**src/sv/prs_pkg.sv**
```systemverilog
// ----------------------------------------------------------------------------
// Parameter ramp smoother package
// Shared widths, constants, codes and unit response types.
// ----------------------------------------------------------------------------
package prs_pkg;

   localparam int VAL_W   = 32;               // Q16.16 value width
   localparam int GUARD_W = 16;               // extra fraction bits of the level
   localparam int LVL_W   = VAL_W + GUARD_W;  // Q16.32 level width
   localparam int DUR_W   = 24;
   localparam int FRAC_W  = 32;               // fraction bits of a log2 value
   localparam int EXP_W   = 6;                // integer bits of a log2 value
   localparam int LOG_W   = EXP_W + FRAC_W;

   localparam int MUL_W      = 64;
   localparam int DIGIT_W    = 4;
   localparam int MUL_STEPS  = MUL_W / DIGIT_W;
   localparam int MUL_CNT_W  = $clog2(MUL_STEPS);
   localparam int DIV_W      = 64;
   localparam int DVS_W      = 32;
   localparam int DIV_CNT_W  = $clog2(DIV_W);

   localparam int TERM_CNT_W = 5;
   localparam logic [TERM_CNT_W-1:0] TAYLOR_TERMS = 5'd24;

   localparam logic signed [LVL_W-1:0] LVL_MAX = 48'sh7FFF_FFFF_FFFF;
   localparam logic signed [LVL_W-1:0] LVL_MIN = 48'sh8000_0000_0000;
   localparam logic [LVL_W-1:0]        MASK48  = 48'hFFFF_FFFF_FFFF;
   localparam logic signed [LVL_W-1:0] EPS_LVL = 48'sh0000_0001_0000;
   localparam logic [DUR_W-1:0]        DUR_MAX = 24'hFF_FFFF;
   localparam logic [FRAC_W-1:0]       LN2_Q32 = 32'hB172_17F8;
   localparam logic [MUL_W-1:0]        ONE_Q62 = 64'h4000_0000_0000_0000;

   localparam logic [1:0] FUNC_TICK    = 2'd0;
   localparam logic [1:0] FUNC_REQUEST = 2'd1;
   localparam logic [1:0] FUNC_SET     = 2'd2;

   localparam logic [2:0] CSR_MIN_VALUE     = 3'd0;
   localparam logic [2:0] CSR_MAX_VALUE     = 3'd1;
   localparam logic [2:0] CSR_DEFAULT_VALUE = 3'd2;
   localparam logic [2:0] CSR_MODE          = 3'd3;
   localparam logic [2:0] CSR_MIN_EN        = 3'd4;
   localparam logic [2:0] CSR_MIN_DUR       = 3'd5;

   typedef struct packed {
      logic                   done;
      logic [2*MUL_W-1:0]     prod;
   } mul_rsp_type;

   typedef struct packed {
      logic                   done;
      logic [DIV_W-1:0]       quo;
   } div_rsp_type;

endpackage

```
**src/sv/prs_mul.sv**
```systemverilog
// ----------------------------------------------------------------------------
// Digit-serial multiplier
// Unsigned 64 x 64 product, one 4-bit digit of the multiplier per cycle.
// ----------------------------------------------------------------------------
module prs_mul (
   input  logic                     clock,
   input  logic                     reset,
   input  logic                     start,
   input  logic [prs_pkg::MUL_W-1:0] a,
   input  logic [prs_pkg::MUL_W-1:0] b,
   output prs_pkg::mul_rsp_type     rsp
);
   import prs_pkg::*;

   logic [MUL_W-1:0]         a_ff, a_in, b_ff, b_in;
   logic [2*MUL_W-1:0]       acc_ff, acc_in;
   logic [MUL_CNT_W-1:0]     cnt_ff, cnt_in;
   logic                     busy_ff, busy_in, done_ff, done_in;
   logic [MUL_W+DIGIT_W-1:0] part;
   logic [MUL_W+DIGIT_W:0]   sum;

   always_comb begin
      part    = a_ff * b_ff[DIGIT_W-1:0];
      sum     = {{(DIGIT_W+1){1'b0}}, acc_ff[2*MUL_W-1:MUL_W]} + {1'b0, part};
      a_in    = a_ff;
      b_in    = b_ff;
      acc_in  = acc_ff;
      cnt_in  = cnt_ff;
      busy_in = busy_ff;
      done_in = 1'b0;
      if (start) begin
         a_in    = a;
         b_in    = b;
         acc_in  = '0;
         cnt_in  = '0;
         busy_in = 1'b1;
      end else if (busy_ff) begin
         // Add the digit's partial product at the top, then move right one digit.
         acc_in = {sum[MUL_W+DIGIT_W-1:0], acc_ff[MUL_W-1:DIGIT_W]};
         b_in   = b_ff >> DIGIT_W;
         cnt_in = cnt_ff + 1'b1;
         if (cnt_ff == MUL_CNT_W'(MUL_STEPS - 1)) begin
            busy_in = 1'b0;
            done_in = 1'b1;
         end
      end
   end

   always_ff @(posedge clock) begin
      if (reset) begin
         busy_ff <= 1'b0;
         done_ff <= 1'b0;
         cnt_ff  <= '0;
      end else begin
         busy_ff <= busy_in;
         done_ff <= done_in;
         cnt_ff  <= cnt_in;
      end
      a_ff   <= a_in;
      b_ff   <= b_in;
      acc_ff <= acc_in;
   end

   assign rsp.done = done_ff;
   assign rsp.prod = acc_ff;

endmodule

```
**src/sv/prs_div.sv**
```systemverilog
// ----------------------------------------------------------------------------
// Bit-serial divider
// Unsigned 64 / 32 restoring division, one quotient bit per cycle.
// ----------------------------------------------------------------------------
module prs_div (
   input  logic                     clock,
   input  logic                     reset,
   input  logic                     start,
   input  logic [prs_pkg::DIV_W-1:0] dividend,
   input  logic [prs_pkg::DVS_W-1:0] divisor,
   output prs_pkg::div_rsp_type     rsp
);
   import prs_pkg::*;

   logic [DIV_W-1:0]     quo_ff, quo_in;
   logic [DVS_W-1:0]     rem_ff, rem_in, dvs_ff, dvs_in;
   logic [DIV_CNT_W-1:0] cnt_ff, cnt_in;
   logic                 busy_ff, busy_in, done_ff, done_in;
   logic [DVS_W:0]       rem_t, rem_d;
   logic                 ge;

   always_comb begin
      rem_t   = {rem_ff, quo_ff[DIV_W-1]};
      ge      = rem_t >= {1'b0, dvs_ff};
      rem_d   = rem_t - {1'b0, dvs_ff};
      quo_in  = quo_ff;
      rem_in  = rem_ff;
      dvs_in  = dvs_ff;
      cnt_in  = cnt_ff;
      busy_in = busy_ff;
      done_in = 1'b0;
      if (start) begin
         quo_in  = dividend;
         rem_in  = '0;
         dvs_in  = divisor;
         cnt_in  = '0;
         busy_in = 1'b1;
      end else if (busy_ff) begin
         // The dividend shifts out of the top while quotient bits enter below.
         rem_in = ge ? rem_d[DVS_W-1:0] : rem_t[DVS_W-1:0];
         quo_in = {quo_ff[DIV_W-2:0], ge};
         cnt_in = cnt_ff + 1'b1;
         if (cnt_ff == DIV_CNT_W'(DIV_W - 1)) begin
            busy_in = 1'b0;
            done_in = 1'b1;
         end
      end
   end

   always_ff @(posedge clock) begin
      if (reset) begin
         busy_ff <= 1'b0;
         done_ff <= 1'b0;
         cnt_ff  <= '0;
      end else begin
         busy_ff <= busy_in;
         done_ff <= done_in;
         cnt_ff  <= cnt_in;
      end
      quo_ff <= quo_in;
      rem_ff <= rem_in;
      dvs_ff <= dvs_in;
   end

   assign rsp.done = done_ff;
   assign rsp.quo  = quo_ff;

endmodule

```
**src/sv/parameter_ramp_smoother_core.sv**
```systemverilog
// ----------------------------------------------------------------------------
// Parameter ramp smoother core
// Per-sample Q16.16 parameter smoother with linear and geometric ramps.
// ----------------------------------------------------------------------------
// Each tick transfer yields one sample transfer; change and set transfers
// yield none. A geometric-ramp tick runs one product in the 4-bit
// digit-serial multiplier, and a linear change request one division in the
// bit-serial divider. A geometric change request runs two base-2 logarithms
// (a normalize shift plus 32 squarings each), one division, 24 Taylor terms
// of one multiply and one division each and a final shift; the multiplies
// and divisions share one multiplier and one divider. The level after reset
// is zero; a write to the default value index is ignored.
module parameter_ramp_smoother_core (
   input  logic        clock,
   input  logic        reset,
   input  logic        req_tvalid,
   output logic        req_tready,
   input  logic [55:0] req_tdata,   // new_value [31:0], ramp_length [55:32]
   input  logic [1:0]  req_tuser,   // func [1:0]
   output logic        rsp_tvalid,
   input  logic        rsp_tready,
   output logic [31:0] rsp_tdata,   // sample [31:0]
   output logic [0:0]  rsp_tuser,   // ramping [0]
   input  logic        csr_valid,
   output logic        csr_ready,
   input  logic [2:0]  csr_index,
   input  logic [31:0] csr_data
);
   import prs_pkg::*;

   typedef enum logic [3:0] {
      ST_IDLE, ST_TMUL, ST_EMIT, ST_SDIV, ST_NORM, ST_LSQ, ST_QDIV,
      ST_YMUL, ST_TERM_MUL, ST_TERM_DIV, ST_SHR
   } state_type;

   state_type state_ff;

   logic signed [VAL_W-1:0] min_ff, max_ff;
   logic                    mode_ff, en_ff;
   logic [DUR_W-1:0]        mindur_ff;

   logic                    active_ff;
   logic signed [LVL_W-1:0] cur_ff;
   logic signed [VAL_W-1:0] tgt_ff;
   logic [LVL_W-1:0]        step_ff;
   logic [DUR_W-1:0]        pos_ff, total_ff;

   logic                    neg_ff, phase_ff;
   logic [LVL_W-1:0]        x_ff;
   logic [EXP_W-1:0]        p_ff, shc_ff;
   logic [FRAC_W-1:0]       frac_ff;
   logic [4:0]              iter_ff;
   logic [LOG_W-1:0]        lend_ff;
   logic [MUL_W-3:0]        y_ff;
   logic [MUL_W-1:0]        sum_ff;
   logic [TERM_CNT_W-1:0]   k_ff;

   logic                    rsp_valid_ff, ramping_ff;
   logic [VAL_W-1:0]        sample_ff;

   logic                    mul_start_ff, div_start_ff;
   logic                    mul_start_in, div_start_in, rsp_load;
   logic [MUL_W-1:0]        mul_a_ff, mul_b_ff, div_n_ff;
   logic [DVS_W-1:0]        div_d_ff;
   mul_rsp_type             mul_rsp;
   div_rsp_type             div_rsp;

   // Combinational helpers
   logic signed [VAL_W-1:0] nv, lo_t, tgt;
   logic [DUR_W-1:0]        rl, dur;
   logic signed [LVL_W-1:0] tgt48, start_lvl, end_lvl;
   logic signed [LVL_W:0]   diff49, add49;
   logic [LVL_W:0]          diff_mag;
   logic [DUR_W-1:0]        pos_nx;
   logic signed [LVL_W-1:0] add_sat;
   logic [LVL_W-1:0]        cur_mag;
   logic [MUL_W-1:0]        tres;
   logic signed [LVL_W-1:0] tick_mul;
   logic [LVL_W:0]          sq;
   logic signed [LVL_W-1:0] step_sat;
   logic                    lsq_bit;
   logic [FRAC_W-1:0]       m_nx, frac_nx;
   logic [LOG_W-1:0]        lval;
   logic [LOG_W:0]          dlog, dlog_mag;
   logic [39:0]             qmag, q40;
   logic signed [7:0]       n8;
   logic [7:0]              shc8;
   logic [MUL_W-1:0]        sum_nx, sum_p1, rr;

   always_comb begin
      nv    = req_tdata[VAL_W-1:0];
      rl    = req_tdata[VAL_W+DUR_W-1:VAL_W];
      lo_t  = (nv < max_ff) ? nv : max_ff;
      tgt   = (lo_t > min_ff) ? lo_t : min_ff;
      dur   = (en_ff && (mindur_ff > rl)) ? mindur_ff : rl;
      tgt48 = {tgt, {GUARD_W{1'b0}}};
      start_lvl = (cur_ff > EPS_LVL) ? cur_ff : EPS_LVL;
      end_lvl   = (tgt48 > EPS_LVL) ? tgt48 : EPS_LVL;

      diff49   = {tgt48[LVL_W-1], tgt48} - {cur_ff[LVL_W-1], cur_ff};
      diff_mag = diff49[LVL_W] ? (LVL_W+1)'(-diff49) : diff49;

      pos_nx = (pos_ff == DUR_MAX) ? pos_ff : pos_ff + 1'b1;
      add49  = {cur_ff[LVL_W-1], cur_ff} + {step_ff[LVL_W-1], step_ff};
      // The sum left the 48-bit range when its two top bits disagree.
      if (add49[LVL_W] != add49[LVL_W-1]) add_sat = add49[LVL_W] ? LVL_MIN : LVL_MAX;
      else                                 add_sat = add49[LVL_W-1:0];

      cur_mag = cur_ff[LVL_W-1] ? LVL_W'(-cur_ff) : cur_ff;
      tres    = mul_rsp.prod[MUL_W+31:32];
      if (cur_ff[LVL_W-1]) begin
         tick_mul = (tres > {16'b0, LVL_MIN}) ? LVL_MIN : LVL_W'(-tres);
      end else begin
         tick_mul = (tres > {17'b0, LVL_MAX[LVL_W-2:0]}) ? LVL_MAX : tres[LVL_W-1:0];
      end

      // Linear step: saturate the quotient magnitude, then apply the sign.
      sq = div_rsp.quo[LVL_W:0];
      if (neg_ff) begin
         step_sat = (sq > {1'b0, LVL_MIN}) ? LVL_MIN : LVL_W'(-sq);
      end else begin
         step_sat = (sq > {1'b0, LVL_MAX}) ? LVL_MAX : sq[LVL_W-1:0];
      end

      // One squaring step of the log mantissa yields one fraction bit.
      lsq_bit = mul_rsp.prod[63];
      m_nx    = lsq_bit ? mul_rsp.prod[63:32] : mul_rsp.prod[62:31];
      frac_nx = {frac_ff[FRAC_W-2:0], lsq_bit};
      lval    = {p_ff, frac_nx};
      dlog     = {1'b0, lend_ff} - {1'b0, lval};
      dlog_mag = dlog[LOG_W] ? (LOG_W+1)'(-dlog) : dlog;

      qmag = div_rsp.quo[39:0];
      q40  = neg_ff ? 40'(-qmag) : qmag;
      n8   = q40[39:32];
      shc8 = 8'd29 - n8;

      sum_nx = sum_ff + div_rsp.quo;
      sum_p1 = sum_ff + 1'b1;
      rr     = {1'b0, sum_p1[MUL_W-1:1]};
   end

   // Start pulses for the shared multiplier and divider, and the output load.
   always_comb begin
      mul_start_in = 1'b0;
      div_start_in = 1'b0;
      rsp_load     = (state_ff == ST_EMIT) && (!rsp_valid_ff || rsp_tready);
      case (state_ff)
         ST_IDLE: begin
            if (req_tvalid) begin
               if (req_tuser == FUNC_TICK)
                  mul_start_in = active_ff && (pos_nx < total_ff) && mode_ff;
               if (req_tuser == FUNC_REQUEST)
                  div_start_in = (dur != '0) && !mode_ff;
            end
         end
         ST_NORM:     mul_start_in = x_ff[LVL_W-1];
         ST_LSQ: begin
            mul_start_in = mul_rsp.done && (iter_ff != 5'd31);
            div_start_in = mul_rsp.done && (iter_ff == 5'd31) && phase_ff;
         end
         ST_QDIV:     mul_start_in = div_rsp.done && (n8 < 8'sd16);
         ST_YMUL:     mul_start_in = mul_rsp.done;
         ST_TERM_MUL: div_start_in = mul_rsp.done;
         ST_TERM_DIV: mul_start_in = div_rsp.done && (k_ff != TAYLOR_TERMS);
         default: ;
      endcase
   end

   always_ff @(posedge clock) begin
      if (reset) begin
         state_ff     <= ST_IDLE;
         min_ff       <= '0;
         max_ff       <= 32'sd65536;
         mode_ff      <= 1'b0;
         en_ff        <= 1'b0;
         mindur_ff    <= '0;
         active_ff    <= 1'b0;
         cur_ff       <= '0;
         tgt_ff       <= '0;
         step_ff      <= '0;
         pos_ff       <= '0;
         total_ff     <= '0;
         rsp_valid_ff <= 1'b0;
         mul_start_ff <= 1'b0;
         div_start_ff <= 1'b0;
      end else begin
         mul_start_ff <= mul_start_in;
         div_start_ff <= div_start_in;
         if (rsp_load)        rsp_valid_ff <= 1'b1;
         else if (rsp_tready) rsp_valid_ff <= 1'b0;

         // Writes to the default value index are ignored; the level resets to zero.
         if (csr_valid) begin
            unique case (csr_index)
               CSR_MIN_VALUE:     min_ff    <= csr_data;
               CSR_MAX_VALUE:     max_ff    <= csr_data;
               CSR_DEFAULT_VALUE: ;
               CSR_MODE:          mode_ff   <= csr_data[0];
               CSR_MIN_EN:        en_ff     <= csr_data[0];
               CSR_MIN_DUR:       mindur_ff <= csr_data[DUR_W-1:0];
               default: ;
            endcase
         end

         unique case (state_ff)
            ST_IDLE: begin
               if (req_tvalid) begin
                  case (req_tuser)
                     FUNC_TICK: begin
                        if (active_ff) begin
                           pos_ff <= pos_nx;
                           if (pos_nx >= total_ff) begin
                              cur_ff    <= {tgt_ff, {GUARD_W{1'b0}}};
                              active_ff <= 1'b0;
                              state_ff  <= ST_EMIT;
                           end else if (!mode_ff) begin
                              cur_ff   <= add_sat;
                              state_ff <= ST_EMIT;
                           end else begin
                              mul_a_ff <= {16'b0, cur_mag};
                              mul_b_ff <= {16'b0, step_ff};
                              state_ff <= ST_TMUL;
                           end
                        end else begin
                           state_ff <= ST_EMIT;
                        end
                     end
                     FUNC_REQUEST: begin
                        if (dur == '0) begin
                           cur_ff    <= tgt48;
                           active_ff <= 1'b0;
                        end else begin
                           active_ff <= 1'b1;
                           tgt_ff    <= tgt;
                           total_ff  <= dur;
                           pos_ff    <= '0;
                           div_d_ff  <= {8'b0, dur};
                           if (!mode_ff) begin
                              neg_ff   <= diff49[LVL_W];
                              div_n_ff <= {15'b0, diff_mag};
                              state_ff <= ST_SDIV;
                           end else begin
                              cur_ff   <= start_lvl;
                              x_ff     <= end_lvl;
                              p_ff     <= EXP_W'(LVL_W - 1);
                              phase_ff <= 1'b0;
                              state_ff <= ST_NORM;
                           end
                        end
                     end
                     FUNC_SET: begin
                        cur_ff    <= tgt48;
                        active_ff <= 1'b0;
                     end
                     default: ;
                  endcase
               end
            end
            ST_TMUL: begin
               if (mul_rsp.done) begin
                  cur_ff   <= tick_mul;
                  state_ff <= ST_EMIT;
               end
            end
            ST_EMIT: begin
               if (rsp_load) begin
                  sample_ff    <= cur_ff[LVL_W-1:GUARD_W];
                  ramping_ff   <= active_ff;
                  state_ff     <= ST_IDLE;
               end
            end
            ST_SDIV: begin
               if (div_rsp.done) begin
                  step_ff  <= step_sat;
                  state_ff <= ST_IDLE;
               end
            end
            ST_NORM: begin
               if (x_ff[LVL_W-1]) begin
                  frac_ff      <= '0;
                  iter_ff      <= '0;
                  mul_a_ff     <= {32'b0, x_ff[LVL_W-1:GUARD_W]};
                  mul_b_ff     <= {32'b0, x_ff[LVL_W-1:GUARD_W]};
                  state_ff     <= ST_LSQ;
               end else begin
                  x_ff <= x_ff << 1;
                  p_ff <= p_ff - 1'b1;
               end
            end
            ST_LSQ: begin
               if (mul_rsp.done) begin
                  frac_ff <= frac_nx;
                  iter_ff <= iter_ff + 1'b1;
                  if (iter_ff == 5'd31) begin
                     if (!phase_ff) begin
                        // End point done; now the start point, held in the level.
                        lend_ff  <= lval;
                        x_ff     <= cur_ff;
                        p_ff     <= EXP_W'(LVL_W - 1);
                        phase_ff <= 1'b1;
                        state_ff <= ST_NORM;
                     end else begin
                        neg_ff       <= dlog[LOG_W];
                        div_n_ff     <= {25'b0, dlog_mag};
                        state_ff     <= ST_QDIV;
                     end
                  end else begin
                     mul_a_ff     <= {32'b0, m_nx};
                     mul_b_ff     <= {32'b0, m_nx};
                  end
               end
            end
            ST_QDIV: begin
               if (div_rsp.done) begin
                  if (n8 >= 8'sd16) begin
                     step_ff  <= MASK48;
                     state_ff <= ST_IDLE;
                  end else begin
                     shc_ff       <= shc8[EXP_W-1:0];
                     mul_a_ff     <= {32'b0, q40[31:0]};
                     mul_b_ff     <= {32'b0, LN2_Q32};
                     state_ff     <= ST_YMUL;
                  end
               end
            end
            ST_YMUL: begin
               if (mul_rsp.done) begin
                  y_ff         <= mul_rsp.prod[MUL_W-1:2];
                  sum_ff       <= ONE_Q62;
                  k_ff         <= TERM_CNT_W'(1);
                  mul_a_ff     <= ONE_Q62;
                  mul_b_ff     <= {2'b0, mul_rsp.prod[MUL_W-1:2]};
                  state_ff     <= ST_TERM_MUL;
               end
            end
            ST_TERM_MUL: begin
               if (mul_rsp.done) begin
                  div_n_ff     <= mul_rsp.prod[125:62];
                  div_d_ff     <= {27'b0, k_ff};
                  state_ff     <= ST_TERM_DIV;
               end
            end
            ST_TERM_DIV: begin
               if (div_rsp.done) begin
                  sum_ff <= sum_nx;
                  if (k_ff == TAYLOR_TERMS) begin
                     state_ff <= ST_SHR;
                  end else begin
                     k_ff         <= k_ff + 1'b1;
                     mul_a_ff     <= div_rsp.quo;
                     mul_b_ff     <= {2'b0, y_ff};
                     state_ff     <= ST_TERM_MUL;
                  end
               end
            end
            ST_SHR: begin
               // Scale by 2^n one bit a cycle, then round half up.
               if (shc_ff == '0) begin
                  step_ff  <= (rr > {16'b0, MASK48}) ? MASK48 : rr[LVL_W-1:0];
                  state_ff <= ST_IDLE;
               end else begin
                  sum_ff <= sum_ff >> 1;
                  shc_ff <= shc_ff - 1'b1;
               end
            end
            default: state_ff <= ST_IDLE;
         endcase
      end
   end

   prs_mul u_mul (
      .clock (clock),
      .reset (reset),
      .start (mul_start_ff),
      .a     (mul_a_ff),
      .b     (mul_b_ff),
      .rsp   (mul_rsp)
   );

   prs_div u_div (
      .clock    (clock),
      .reset    (reset),
      .start    (div_start_ff),
      .dividend (div_n_ff),
      .divisor  (div_d_ff),
      .rsp      (div_rsp)
   );

   assign req_tready   = (state_ff == ST_IDLE);
   assign csr_ready    = 1'b1;
   assign rsp_tvalid   = rsp_valid_ff;
   assign rsp_tdata    = sample_ff;
   assign rsp_tuser[0] = ramping_ff;

endmodule
```
**config.mk**
```make
export PLATFORM = sky130hd
export DESIGN_NAME = parameter_ramp_smoother_core
export DESIGN_NICKNAME = d
export VERILOG_FILES = /design/src/sv/prs_pkg.sv /design/src/sv/prs_mul.sv /design/src/sv/prs_div.sv /design/src/sv/parameter_ramp_smoother_core.sv
export SDC_FILE = /design/constraint.sdc
export NUM_CORES = 2
export LEC_CHECK = 0
export BUFFER_PORTS_ARGS = -buffer_cell sky130_fd_sc_hd__buf_2
export CAP_MARGIN = 0
export CORE_ASPECT_RATIO = 1.1
export CORE_MARGIN = 2
export CORE_UTILIZATION = 50
export CTS_CLUSTER_DIAMETER = 150
export DETAILED_ROUTE_END_ITERATION = 8
export HOLD_SLACK_MARGIN = 0.06
export PLACE_DENSITY = 0.66
export SETUP_SLACK_MARGIN = 0.02
export SYNTH_ARGS = -nofsm -noshare
export SYNTH_HDL_FRONTEND = slang
export SYNTH_SLANG_ARGS = --single-unit
```
**constraint.sdc**
```tcl
create_clock -name clock -period 13.98 [get_ports clock]
set_input_delay 0.699 -clock clock [delete_from_list [all_inputs] [get_ports clock]]
set_output_delay 0.699 -clock clock [all_outputs]
set_load 0.005 [all_outputs]
```
* Word-level counts from Yosys, hierarchy flattened
Cells that the tools add are included.
Storage, ports and cells: input port bits 98, register bits 1196, output and inout bits 36, word-level logic and storage cells 384
Operators by class: muxes and demuxes 173, reductions and logical operators 64, bitwise logic cells 5, magnitude comparators 15, $mul 1, $add $sub $neg 21, eq/ne operators 60
Operators by type and width (count):
- 2-to-1 mux 64 bit | 37
- 2-to-1 mux 48 bit | 31
- case mux 64 bit (6 select lines) | 2
- case mux 48 bit (3 select lines) | 3
- case mux 64 bit (3 select lines) | 2
- 2-to-1 mux 32 bit | 8
- negator 48 bit | 3
- greater-than comparator 48 x 18 -> 1 bit (second input constant) | 2
- 2-to-1 mux 24 bit | 4
- case mux 48 bit (2 select lines) | 1
- adder 64 x 68 -> 68 bit | 1
- multiplier 64 x 4 -> 68 bit | 1
- 2-to-1 mux 6 bit | 11
- adder 64 x 1 -> 64 bit (second input constant) | 1
- adder 64 bit | 1
- greater-than comparator 64 x 47 -> 1 bit (second input constant) | 1
- greater-than comparator 64 x 48 -> 1 bit (second input constant) | 1
- case mux 32 bit (2 select lines) | 1
- greater-than comparator 63 x 48 -> 1 bit (second input constant) | 1
- 2-to-1 mux 31 bit | 2
- case mux 31 bit (2 select lines) | 1
- 2-to-1 mux 4 bit | 14
- adder 48 x 48 -> 49 bit | 1
- greater-than comparator 49 x 47 -> 1 bit (second input constant) | 1
- 82 further kinds | 208

* Longest topological paths before layout
depth in word-level cells 12, gate-level depth with buffers 41, mapped depth without buffers 34

* Hierarchy
A second synthesis with hierarchy kept.
Unflattened totals: cell total of the unflattened synthesis 9222, area total of the unflattened synthesis 82584.2 um2
Modules (own cells, without submodules):
- parameter_ramp_smoother_core | area each 55522.0 um2, cells an instance 6583, instances 1, sequential area each 20920.1 um2
- prs_mul | area each 19743.9 um2, cells an instance 1992, instances 1, sequential area each 6526.3 um2
- prs_div | area each 7318.3 um2, cells an instance 647, instances 1, sequential area each 3683.5 um2

* Least setup slack after synthesis
No wires, ideal clock.
kind reg-to-reg, start point register state_ff[2], end point register sum_ff[0], enable pin, buffers on the path 3, arrival time 11.655 ns, setup time 0.829 ns, cell stages (with the launch flop) 8, path slack 1.496 ns, data required time 13.151 ns, clock period less this slack 12.484 ns, path through dfxtp_1 clkbuf_1 nor2b_1 clkbuf_1 and3_1 clkbuf_1 nor2_1 a2111oi_0
Between the ends: longest elaborated chain between the ends 3, elaborated cells between the ends (all ways) 8, classes of those cells eq/ne (6); reduce/logical (2)
RTL lines:
- start: declaration | line parameter_ramp_smoother_core.sv:36 | state_type state_ff;
- start signal: assignment | line parameter_ramp_smoother_core.sv:172 | state_ff <= ST_IDLE;
- start signal: assignment | line parameter_ramp_smoother_core.sv:216 | state_ff <= ST_EMIT;
- start signal: assignment | line parameter_ramp_smoother_core.sv:219 | state_ff <= ST_EMIT;
- equality test 4 bit / equality test 4 x 3 -> 1 bit (equally long branches) | line parameter_ramp_smoother_core.sv:206 | unique case (state_ff)
- inequality test 2 bit (no line) (tied with other cells)
- AND reduction 5 bit (no line) (*)
- end signal: assignment | line parameter_ramp_smoother_core.sv:346 | sum_ff <= sum_nx;
- end signal: assignment | line parameter_ramp_smoother_core.sv:363 | sum_ff <= sum_ff >> 1;
- end: declaration | line parameter_ramp_smoother_core.sv:55 | logic [MUL_W-1:0] sum_ff;
Mark *: on every way between the ends. The rest lies on a longest branch, timed or not. A chain may end at the register's enable or synchronous reset.

* Worst setup path in the final report
start point register max_ff[25], end point register div_n_ff[46], data pin
Between the ends: longest elaborated chain between the ends 12
RTL lines:
- start: declaration | line parameter_ramp_smoother_core.sv:38 | logic signed [VAL_W-1:0] min_ff, max_ff;
- start signal: assignment | line parameter_ramp_smoother_core.sv:197 | CSR_MAX_VALUE: max_ff <= csr_data;
- < comparator 32 bit | line parameter_ramp_smoother_core.sv:93 | lo_t = (nv < max_ff) ? nv : max_ff;
- 2-to-1 mux 32 bit (*) | line parameter_ramp_smoother_core.sv:93
- greater-than comparator 32 bit | line parameter_ramp_smoother_core.sv:94 | tgt = (lo_t > min_ff) ? lo_t : min_ff;
- 2-to-1 mux 32 bit (*) | line parameter_ramp_smoother_core.sv:94
- net tgt[1] | line parameter_ramp_smoother_core.sv:69 | logic signed [VAL_W-1:0] nv, lo_t, tgt;
- subtractor 48 x 48 -> 49 bit (*) | line parameter_ramp_smoother_core.sv:100 | diff49 = {tgt48[LVL_W-1], tgt48} - {cur_ff[LVL_W-1], cur_ff};
- negator 49 bit | line parameter_ramp_smoother_core.sv:101 | diff_mag = diff49[LVL_W] ? (LVL_W+1)'(-diff49) : diff49;
- 2-to-1 mux 49 bit (*) | line parameter_ramp_smoother_core.sv:101
- 2-to-1 mux 64 bit (*) | line parameter_ramp_smoother_core.sv:239 | if (!mode_ff) begin
- 2-to-1 mux 64 bit (*) | line parameter_ramp_smoother_core.sv:230 | if (dur == '0) begin
- 2-to-1 mux 64 bit (*) | line parameter_ramp_smoother_core.sv:209 | case (req_tuser)
- 2-to-1 mux 64 bit (*) | line parameter_ramp_smoother_core.sv:208 | if (req_tvalid) begin
- case mux 64 bit (3 select lines) (*) | line parameter_ramp_smoother_core.sv:206
- end signal: assignment | line parameter_ramp_smoother_core.sv:241 | div_n_ff <= {15'b0, diff_mag};
- end signal: assignment | line parameter_ramp_smoother_core.sv:305 | div_n_ff <= {25'b0, dlog_mag};
- end signal: assignment | line parameter_ramp_smoother_core.sv:339 | div_n_ff <= mul_rsp.prod[125:62];
- end: declaration | line parameter_ramp_smoother_core.sv:63 | logic [MUL_W-1:0] mul_a_ff, mul_b_ff, div_n_ff;
The timed path passes the listed nets; every way through them passes the cells marked *. The select of a mux whose other input is x is not followed.

==> out/qor.txt <==
First-pass GRT wire length - 449 mm
CP endpoint kind - register
RSZ-0062 raised after global routing - no
Pint - 8.07 mW
Least-Margin Pin Slew - 1.57 ns
Combinational Power Share - 37.2%
Ys flop type - edfxtp_1
Sw power - 5.20 mW
CTS tree - done
Yosys top cell area share - 27.1%
Post-layout util - 54.9%
Initial antenna violation count - 19
Port bufs - 132
Postcts setup bufs - 0
Vias - 71700
Pin count of the biggest net entering global routing - 128
Maximum VDD drop - 0.112 mV
Initial Util - 50.3%
# resized after CTS - 0
Fin. Hold Viols - 0
Fillers - 14600
Worst Reg-to-Reg Cells - 34
Crit-path slowest cell - nor4b_1
Remaining Overflow, GRT - 0
Final setup viols - 0
Insertion delay to the later sink of the worst-skew pair - 0.83 ns
Critical path type - reg -> reg
Most common cell after layout, fill and taps aside - nand2_1
Clock power share - 28.6%
Die Span Y - 425 µm
Routed WL per cell - 27.8 µm
Seq/Total Area, Yosys - 38.2%
Post-Syn Area - 80600 µm²
WP depth - 34
Final nets - 9591
Residual DRC count - 0
Critical Path Start Type - register
Post-CTS Hold Fix Bufs - 0
Max frequency - 0.0901 GHz
Most frequent cells in the layout - nand2_1, nor2_1, edfxtp_1, a21oi_1, inv_1
# IOs - 134
Worst stage delay on the critical path - 0.73 ns
LEAKAGE - 34.1 nW
Worst hold path class - in -> reg
Syn Nets - 9709
Buffers & Inverters on Critical Path - 3
Area leader, netlist - edfxtp_1
Post-Route Skew - 0.0457 ns
Global Route Usage Sum - 36.6%
Fin crit period - 11.10 ns
DRT Wirelength - 309 mm
Ys Warns - 0
FFs w/ async S/R, synth - 0%
CP top delay family - compound AO/OA/AOI/OAI gates
Drt pass-1 iters - 7
Post-synth EDFFs - 728
Synth Instances - 9007
Critical path arrival - 11.65 ns
Ranking of synthesized cells by area - edfxtp_1, dfxtp_1, ha_1
Antenna Nets Post-Route - 0
Status - complete, but fails checks
Clk root buf - clkbuf_16
Net Sw Frac - 39.2%
Max cap viols - 2
Ratio of cells with drive above 1 in the final layout - 8.57%
CP max FO - 34
Die footprint - 164000 µm²
H-tree lvl count - 4
Via-to-Cell Ratio - 6.45
Initial drt markers - 8614
Core ar. - 160000 µm²
Cts bufs inserted - 137
Synthesis-stage register bit count - 1174
Clk slew on worst S/H paths - 0.06 ns
Crit-path most repeated cell - a21o_1
Total Neg Setup Slack - 0 ns
Site Rows - 154
Clock sinks - 1174
Max Buffers Root-to-Sink - 3
Die W - 387 µm
Fin. max-slew vios - 6
Pwr Density - 151 nW/µm²
Count of cell types in the netlist - 103
Failing checks - max-capacitance violations, max-slew violations
Sequential power share - 34.3%
Worst Hold Path Cells - 3
Final worst-path cycle share - 79.4%
Vias in the first global route - 68100
Avg Cell Area, Syn - 8.94 µm²
Hpwl dp - 229 mm
WP data required - 14.53 ns
Final RePlAce weighted congestion - 1.08
Area grow syn2layout - 9.15%
Slew headroom - -4.54%
path summary, 6_finish.rpt:
path | slack [ns] | endpoint | start
worst max-delay path | 2.88 | div_n_ff[46]$_DFFE_PP_ | max_ff[25]$_SDFFE_PP0P_
worst min-delay path | 0.13 | min_ff[25]$_SDFFE_PP0P_ | csr_data[25]
worst max register to register | 2.88 | div_n_ff[46]$_DFFE_PP_ | max_ff[25]$_SDFFE_PP0P_
worst min register to register | 0.42 | u_mul.a_ff[14]$_DFFE_PP_ | mul_a_ff[14]$_DFFE_PP_
worst min-delay path, cell delays in order:
cell,delay [ns]
buf_2,0.11
nand2_1,0.05
a21oi_1,0.05
cell usage after synthesis, types with 112 or more instances:
cell type,count
a21o_1,234
mux2i_1,171
o21ai_0,479
fa_1,191
xor2_1,178
a31oi_1,112
nor3_1,156
nand2_1,1048
a21oi_1,719
and2_1,129
dfxtp_1,446
nor2_1,879
ha_1,413
clkbuf_1,471
edfxtp_1,728
inv_1,495
a211oi_1,113
nand3_1,167
xnor2_1,311
mux2_2,146
metrics by stage:
stage	std cells	hold WS (ns)	area (µm²)	worst slack (ns)	power, mW
2_1_floorplan	9007	0.400	80600	1.50	7.72
3_3_place_gp	10900	0.401	83200	2.81	9.26
3_5_place_dp	10900	0.405	83200	2.68	9.32
4_1_cts	11100	0.0852	87900	3.02	13.1
5_1_grt	11100	0.134	87900	2.06	13.8
6_report	11100	0.130	87900	2.88	13.3
power groups by stage:
stage	Clock, mW	Sequential, mW	Combinational (mW)
floorplan	0	4.37	3.35
global placement	0	4.59	4.67
detailed placement	0	4.59	4.72
CTS	3.83	4.52	4.76
global route	3.96	4.56	5.29
finish	3.79	4.55	4.93
sequential cells by signal (all words and copies together) (netlist names), 38 cells and up:
register and flops:
x_ff 48, div_n_ff 64, u_div.quo_ff 64, lend_ff 38, sum_ff 64, mul_a_ff 64
y_ff 62, u_mul.a_ff 64, cur_ff 48, u_mul.b_ff 62, step_ff 48, u_mul.acc_ff 126
mul_b_ff 62
layer usage:
| layer | up-vias | track usage [%] | wire length [µm] |
|---|---|---|---|
| met4 | 24 | 23.5 | 22900 |
| met2 | 3780 | 55.6 | 133000 |
| li1 | 32200 | - | - |
| met3 | 1008 | 9.64 | 32700 |
| met5 | - | 0 | 159 |
| met1 | 34600 | 46.1 | 119000 |
final cells by class:
| cell class | count | area, µm² | area share, % |
|---|---|---|---|
| Timing Repair Buffer | 285 | 1860 | 2.11 |
| Clock buffer | 180 | 3820 | 4.35 |
| Multi-Input combinational cell | 6795 | 46000 | 52.3 |
| Tap cell | 2106 | 2640 | 3.00 |
| Inverter | 496 | 1860 | 2.12 |
| Antenna cell | 5 | 12.5 | 0.0142 |
| Sequential cell | 1174 | 30800 | 35.0 |
| Clock inverter | 75 | 917 | 1.04 |
cells by family after synthesis:
group	after synthesis	share of synthesized area [%]
simple gates	2992	17.1
compound gates	2385	19.0
flops	1174	38.2
buf+inv	1038	4.91
fa+ha+maj	611	11.2
xor+xnor	489	5.32
mux	317	4.17
other cells	1	0.00466
No activity file was read; power rests on OpenSTA's default activity.
